===== config.mk =====
export PLATFORM = sky130hd
export DESIGN_NAME = tgi_lerp
export DESIGN_NICKNAME = d
export VERILOG_FILES = /design/src/hw/rtl/tgi_pkg.sv /design/src/hw/rtl/tgi_lerp.sv
export SDC_FILE = /design/constraint.sdc
export NUM_CORES = 1
export LEC_CHECK = 0
export BUFFER_PORTS_ARGS = -buffer_cell sky130_fd_sc_hd__buf_2
export CAP_MARGIN = 20
export CORE_UTILIZATION = 47
export CTS_BUF_LIST = sky130_fd_sc_hd__clkbuf_16
export CTS_CLUSTER_DIAMETER = 30
export DETAILED_ROUTE_END_ITERATION = 8
export GPL_ROUTABILITY_DRIVEN = 0
export PLACE_DENSITY = 0.71
export SLEW_MARGIN = 20
export SYNTH_ARGS = -nofsm -noshare
export SYNTH_HDL_FRONTEND = slang
export SYNTH_SLANG_ARGS = --single-unit

===== constraint.sdc =====
create_clock -name clock -period 14.25 [get_ports clock]
set_input_delay 0.7125 -clock clock [delete_from_list [all_inputs] [get_ports clock]]
set_output_delay 0.7125 -clock clock [all_outputs]
set_load 0.03 [all_outputs]

===== src/hw/rtl/tgi_pkg.sv =====
// shared constants, payload types and address mapping for the trilinear grid interpolator
// no dependencies

package tgi_pkg;

   localparam int GRID_NX    = 16;
   localparam int GRID_NY    = 16;
   localparam int GRID_NZ    = 16;
   localparam int MAX_COMPS  = 4;
   localparam int COMP_LIMIT = (MAX_COMPS < 4) ? MAX_COMPS : 4;

   localparam int STORE_WORDS = GRID_NX * GRID_NY * GRID_NZ * MAX_COMPS;
   localparam int ADDR_W      = $clog2(STORE_WORDS);

   localparam int GRID_MAX = (GRID_NX > GRID_NY) ?
                             ((GRID_NX > GRID_NZ) ? GRID_NX : GRID_NZ) :
                             ((GRID_NY > GRID_NZ) ? GRID_NY : GRID_NZ);
   localparam int CELL_W   = $clog2(GRID_MAX);

   localparam int DATA_W    = 32;
   localparam int FRAC_W    = 16;
   localparam int IDX_W     = 4;
   localparam int COMP_W    = 2;
   localparam int NCOMP_W   = 3;
   localparam int CSR_IDX_W = 3;

   typedef enum logic {
      OP_WRITE = 1'b0,
      OP_QUERY = 1'b1
   } op_type;

   typedef enum logic [CSR_IDX_W-1:0] {
      CSR_ORIGIN_X   = 3'd0,
      CSR_ORIGIN_Y   = 3'd1,
      CSR_ORIGIN_Z   = 3'd2,
      CSR_INV_CELL_X = 3'd3,
      CSR_INV_CELL_Y = 3'd4,
      CSR_INV_CELL_Z = 3'd5,
      CSR_NUM_COMPS  = 3'd6
   } csr_index_type;

   typedef struct packed {
      op_type                   op;
      logic [IDX_W-1:0]         cell_i;
      logic [IDX_W-1:0]         cell_j;
      logic [IDX_W-1:0]         cell_k;
      logic [COMP_W-1:0]        comp_sel;
      logic signed [DATA_W-1:0] sample_value;
      logic signed [DATA_W-1:0] pos_x;
      logic signed [DATA_W-1:0] pos_y;
      logic signed [DATA_W-1:0] pos_z;
   } req_type;

   typedef struct packed {
      logic [COMP_W-1:0]        comp_out;
      logic signed [DATA_W-1:0] interp_value;
      logic                     out_of_range;
      logic                     last;
   } rsp_type;

   function automatic logic [ADDR_W-1:0] grid_addr(input int unsigned i,
                                                   input int unsigned j,
                                                   input int unsigned k,
                                                   input int unsigned c);
      int unsigned a;
      a = ((k * GRID_NY + j) * GRID_NX + i) * MAX_COMPS + c;
      return a[ADDR_W-1:0];
   endfunction

endpackage


===== src/hw/rtl/tgi_lerp.sv =====
// three-stage linear blend unit: lo + floor((hi - lo) * f / 2^16)
// depends on tgi_pkg

module tgi_lerp (
   input  logic                              clock,
   input  logic                              reset,
   input  logic                              start,
   input  logic signed [tgi_pkg::DATA_W-1:0] lo,
   input  logic signed [tgi_pkg::DATA_W-1:0] hi,
   input  logic [tgi_pkg::FRAC_W-1:0]        frac,
   output logic                              done,
   output logic signed [tgi_pkg::DATA_W-1:0] result
);

   localparam int PROD_W = tgi_pkg::DATA_W + tgi_pkg::FRAC_W + 2;
   localparam int SUM_W  = PROD_W - tgi_pkg::FRAC_W;

   logic                              v1_ff;
   logic                              v2_ff;
   logic signed [tgi_pkg::DATA_W:0]   diff_ff;
   logic signed [tgi_pkg::DATA_W-1:0] lo1_ff;
   logic signed [tgi_pkg::DATA_W-1:0] lo2_ff;
   logic [tgi_pkg::FRAC_W-1:0]        f_ff;
   logic signed [PROD_W-1:0]          prod_ff;
   logic [SUM_W-1:0]                  sum;

   always_ff @(posedge clock) begin
      if (reset) begin
         v1_ff <= 1'b0;
         v2_ff <= 1'b0;
      end else begin
         v1_ff <= start;
         v2_ff <= v1_ff;
      end
   end

   always_ff @(posedge clock) begin
      if (start) begin
         diff_ff <= {hi[tgi_pkg::DATA_W-1], hi} - {lo[tgi_pkg::DATA_W-1], lo};
         lo1_ff  <= lo;
         f_ff    <= frac;
      end
      if (v1_ff) begin
         prod_ff <= PROD_W'(diff_ff) * PROD_W'($signed({1'b0, f_ff}));
         lo2_ff  <= lo1_ff;
      end
   end

   assign sum    = {{(SUM_W - tgi_pkg::DATA_W){lo2_ff[tgi_pkg::DATA_W-1]}}, lo2_ff}
                 + prod_ff[PROD_W-1:tgi_pkg::FRAC_W];
   assign result = sum[tgi_pkg::DATA_W-1:0];
   assign done   = v2_ff;

endmodule


==> reports/qor.csv, run 1 <==
stage,metric,value,unit
run_status,status,finished clean,
clocking,cts_buffers,17,
floorplanning,die_area,0.0541,mm²
finish,finalNonFillerCells,3327,
place,placed_cells,3295,
timing,rsz0062_at_grt,false,
timing,fmax,125,MHz
worst_setup_path,critPathMaxStageDelay,0.80,ns
clocking,cts_tree,built,
synthesis,synth_enable_flop_cells,145,
worst_setup_path,critPathSlowestCell,a41oi_1,
finish,fillers,4752,
finish,fin_nets,3375,
synthesis,ys.flop_type,edfxtp_1,
floorplanning,ios,116,
job,cap_violations,0,
finish,multi_input_area,0.0180,mm²
timing,fin_setup_tns,0,ns
clocking,cts_resized,0,
routing,ant_nets,0,
worst_setup_path,start_kind,flip-flop,
floorplanning,row_count,84,
timing,period_minus_slack,7.99,ns
place,dp_slack,6.33,ns
clocking,clk_path_buf_depth,2,
timing,period_share,56.1,%
timing,fin_ws,6.26,ns
routing,vias_per_cell,5.31,
min_path,hold_path_class,primary input to flip-flop,
global_route,grt_pass1_wl,99.8,mm
synthesis,postSynthCellCount,2558,
synthesis,syn_avg_cell_area,9.77,µm²
finish,regArea,0.00440,mm²
synthesis,ys_async_sr_fraction,0,%
place,place_area,0.0263,mm²
timing,final_hold_viol_count,0,
global_route,overflow,0,
synthesis,yosysWarnings,0,
global_route,grtUsageTotal,24.1,%
timing,drv_slew,0,
finish,final_layout_size_suffix_gt1_share,6.52,%
routing,drtIter0Drc,1243,
worst_setup_path,crit_path_end_kind,flip-flop,
floorplanning,die_w,233,µm
clocking,cts_setup_buffers,0,
routing,wire_per_inst,18.2,µm
routing,drc,0,
routing,vias,17700,
synthesis,ys_seq_elements,147,
finish,area_delta_synth_final,7.34,%
worst_setup_path,timing.critical_path.cells,buf_8 -> and2_1 -> fa_1 -> inv_1 -> fa_1 -> fa_1 -> inv_1 -> fa_1 -> fa_1 -> inv_1 -> fa_1 -> inv_1 -> ha_1 -> a211oi_1 -> o211ai_1 -> o21ai_0 -> a32oi_1 -> a41oi_1 -> o21bai_1 -> a21oi_1 -> o21bai_1 -> xor2_1,
worst_setup_path,crit_arrival,8.22,ns
worst_setup_path,required,14.47,ns
place,dpl.hpwl,48.1,mm
finish,design_area,0.0268,mm²
timing,setup_viol,0,
floorplanning,core_area,0.0526,mm²
clocking,clock-sinks,147,
clocking,h-tree-depth,4,
clocking,clkTransAtPathRegs,0.07,ns
floorplanning,fp.dieH,233,µm
timing,worst_pin_slew,0.973,ns
clocking,worstSkewPairLatency,0.49,ns
synthesis,ys_types,62,
routing,drtPass1Iterations,6,
timing,skew,0.0172,ns
synthesis,yosysSeqAreaShare,17.6,%
worst_setup_path,critical_path_class,flip-flop to flip-flop,
worst_setup_path,cp_max_fo,19,
floorplanning,initial_core_util,47.5,%
synthesis,synth_nets,3307,
worst_setup_path,path_common_cell,fa_1,
global_route,antenna_found_initial,0,
clocking,cts-root-buf,clkbuf_16,
routing,wirelength,60.6,mm
global_route,grt_max_degree,67,
place,port_buffers,115,
global_route,grt_pass1_vias,19300,
timing,max-slew-margin-rel,34.4,%
synthesis,synthesis.area,0.0250,mm²
clocking,cts_hold_buf,0,
finish,antennaDiodeCount,0,
worst_setup_path,worst-r2r-setup-slack,6.26,ns
[metal layers]
metal  vias to the layer above  track usage (%)  wire length (µm)
met5                         -                0                 0
met1                      9069             29.6             23500
met4                         0             7.48              1560
met3                       112             4.46              3840
li1                       7919                -                 -
met2                       581             42.6             31700
[worst max-delay path: cells and delay by family, from the launching register on]
kind	cells	cell delay, ns
fa+ha+maj	7	3.37
simple gates	1	0.16
flops	1	0.67
xor+xnor	1	0.15
buf+inv	5	0.48
compound gates	8	2.86
[registers in the layout (all words and copies together), names as in the netlist]
name / cells
done: 1
diff_ff: 33
lo2_ff: 32
f_ff: 16
prod_ff: 32
v1_ff: 1
lo1_ff: 32
[through the flow]
stage | hold WS (ns) | utilization (%)
after global placement | 0.400 | 49.9
after global routing | 0.376 | 51.0
after detailed placement | 0.405 | 50.0
after floorplan | 0.400 | -
final | 0.388 | 51.0
after CTS | 0.355 | 51.0
[logic make-up after synthesis]
logic type,share of synthesized area [%]
and+or+nand+nor,13.6
buffers and inverters,10.4
adders and majority gates,48.1
AOI/OAI and AO/OA,6.72
DFF,17.6
xor gates and xnor gates,3.58
[path summary, 6_finish.rpt]
check	start	to	depth (start not counted)
worst max-delay path	f_ff[3]	prod_ff[40]	22
worst min register to register	lo1_ff[31]	lo2_ff[31]	0
worst max register to register	f_ff[3]	prod_ff[40]	22
worst min-delay path	reset	v1_ff	2
[placed cells by master (no fill, tap or decap), types with 45 or more instances in the layout]
master,n
a21oi_1,70
fa_1,491
nand2_1,327
edfxtp_1,145
nor2_1,55
xnor2_1,71
inv_1,610
ha_1,175
o21ai_0,45
buf_2,114
and2_1,234
[area by class of cell]
cell class	count	area share, %
clock buffers	17	1.59
clock inverters	15	0.527
inverters	607	8.50
multi-input cells	1721	67.1
flip-flops and latches	147	16.4
well taps	688	3.21
repair buffers	132	2.66
[cell usage after synthesis, types with 10 or more instances]
cell	number	area [µm²]
inv_1	607	2280
fa_1	491	9830
nand2_1	327	1230
and2_1	234	1460
ha_1	175	2190
edfxtp_1	145	4350
clkbuf_1	83	312
xnor2_1	71	622
a21oi_1	70	350
nor2_1	55	206
o21ai_0	45	225
a21o_1	43	323
xor2_1	31	272
nand3_1	17	85.1
a211oi_1	15	113
nor3_1	13	65.1
o21bai_1	13	97.6
o21a_1	11	82.6
and3_1	10	62.6
nand4_1	10	62.6
nor2b_1	10	62.6
Power of run 1 is not shown: default switching activity piles up to over one toggle a cycle in this logic, so the estimate is an artifact.
==> run 2: changes to the inputs <==
clock period = 8.3 ns   (was 14.25 ns; I/O delays follow)
==> run 2 against run 1 <==
  * Clock skew grew 0.0021 ns
  * Register-to-register slack lost 5.7 ns
  * Fmax grew 3.6%
  * Clock-buffer cell count is the same
  * Largest cell class unchanged
  * Worst setup slack lost 5.7 ns
==> reports/qor.csv, run 2 (synthesis results as in run 1) <==
stage,metric,value,unit
job,cap_violations,0,
routing,vias_per_cell,5.35,
worst_setup_path,crit_arrival,7.92,ns
global_route,grt_pass1_vias,19800,
floorplanning,core_area,0.0526,mm²
routing,ant_nets,0,
floorplanning,row_count,84,
worst_setup_path,cp_max_fo,26,
timing,skew,0.0193,ns
worst_setup_path,timing.critical_path.cells,buf_4 -> nand2_1 -> fa_1 -> fa_1 -> fa_1 -> inv_1 -> fa_1 -> fa_1 -> inv_1 -> fa_1 -> inv_1 -> ha_1 -> a211oi_1 -> o211ai_1 -> o21ai_0 -> a32oi_1 -> a41oi_1 -> buf_4 -> o21bai_1 -> a21oi_1 -> o21bai_1 -> xor2_1,
min_path,hold_path_class,primary input to flip-flop,
finish,antennaDiodeCount,0,
clocking,clkTransAtPathRegs,0.07,ns
global_route,grt_pass1_wl,102,mm
timing,worst_pin_slew,1.16,ns
clocking,clk_path_buf_depth,2,
routing,wire_per_inst,18.7,µm
timing,fmax,130,MHz
floorplanning,ios,116,
finish,largest_register_ffs,33,
clocking,cts_hold_buf,0,
timing,fin_setup_tns,0,ns
timing,drv_slew,0,
timing,period_share,93.0,%
worst_setup_path,required,8.50,ns
timing,max-slew-margin-rel,22.6,%
finish,area_delta_synth_final,7.76,%
place,dpl.hpwl,50.5,mm
clocking,h-tree-depth,4,
timing,rsz0062_at_grt,false,
timing,setup_viol,0,
timing,final_hold_viol_count,0,
worst_setup_path,start_kind,flip-flop,
global_route,grt_max_degree,67,
finish,fin_nets,3387,
place,port_buffers,115,
routing,vias,17900,
worst_setup_path,crit_path_end_kind,flip-flop,
worst_setup_path,critical_path_class,flip-flop to flip-flop,
worst_setup_path,path_common_cell,fa_1,
global_route,overflow,0,
routing,wirelength,62.5,mm
worst_setup_path,critPathMaxStageDelay,1.01,ns
clocking,cts_tree,built,
worst_setup_path,cp_num_buf_inv,5,
floorplanning,die_area,0.0541,mm²
clocking,clock-sinks,147,
routing,drtIter0Drc,1196,
global_route,grtUsageTotal,24.6,%
routing,drtPass1Iterations,5,
global_route,antenna_found_initial,1,
finish,layout_commonest_cell,inv_1,
clocking,worstSkewPairLatency,0.48,ns
floorplanning,die_w,233,µm
finish,fillers,4669,
worst_setup_path,critPathSlowestCell,edfxtp_1,
run_status,status,finished clean,
timing,period_minus_slack,7.72,ns
clocking,cts_buffers,17,
finish,final_layout_size_suffix_gt1_share,7.09,%
floorplanning,fp.dieH,233,µm
floorplanning,initial_core_util,47.5,%
clocking,cts-root-buf,clkbuf_16,
worst_setup_path,worst_path_dominant_cell_family,adder cells,
finish,mostFrequentLayoutCells,"inv_1, fa_1, nand2_1",
finish,regMostFlops,diff_ff,
clocking,cts_resized,0,
finish,fin_util,51.2,%
clocking,cts_setup_buffers,0,
routing,drc,0,
==> run 2: cell count changes in the layout (fill, tap and decap cells not counted), sizes merged <==
cell and change:
inv -2, clkinvlp +2, buf +12, bufinv -1
==> run 2: path summary, 6_finish.rpt <==
kind / slack (ns) / from / endpoint / cells after the start
worst max-delay path: 0.58 / f_ff[2] / prod_ff[43] / 22
worst max register to register: 0.58 / f_ff[2] / prod_ff[43] / 22
worst min register to register: 0.41 / lo1_ff[22] / lo2_ff[22] / 0
worst min-delay path: 0.11 / reset / v1_ff / 2
==> run 2: layout make-up <==
cell class,count,area (µm²),share of cell area (%)
inverter,607,2280,8.46
tap,688,861,3.20
clock inverter,14,130,0.483
clock buffer,17,425,1.58
timing repair buffer,144,831,3.09
multi-input combinational,1721,18000,66.9
sequential,147,4400,16.3
==> run 2: worst register-to-register path, cell delays in order (launching register included) <==
cell and delay [ns]:
edfxtp_1 1.01, buf_4 0.34, nand2_1 0.09, fa_1 0.53, fa_1 0.54, fa_1 0.53, inv_1 0.07, fa_1 0.47
fa_1 0.51, inv_1 0.05, fa_1 0.49, inv_1 0.05, ha_1 0.34, a211oi_1 0.54, o211ai_1 0.15, o21ai_0 0.34
a32oi_1 0.14, a41oi_1 0.25, buf_4 0.20, o21bai_1 0.16, a21oi_1 0.32, o21bai_1 0.17, xor2_1 0.18
==> run 2: per-layer routing <==
layer,track usage [%],routed length [µm]
met5,0,0
met4,9.25,1960
met3,4.12,4310
met2,43.4,32300
met1,30.0,23900
==> run 2: per-stage QoR <==
step	setup WS, ns	area, µm²	hold WS, ns	instances
detailed placement	0.744	26300	0.405	3304
finish	0.582	26900	0.106	3338
global placement	0.902	26300	0.400	3304
floorplan	1.88	25000	0.400	2558
CTS	0.655	26900	0.0807	3335
global route	0.326	26900	0.0987	3338
Power of run 2 is left out for the same reason.
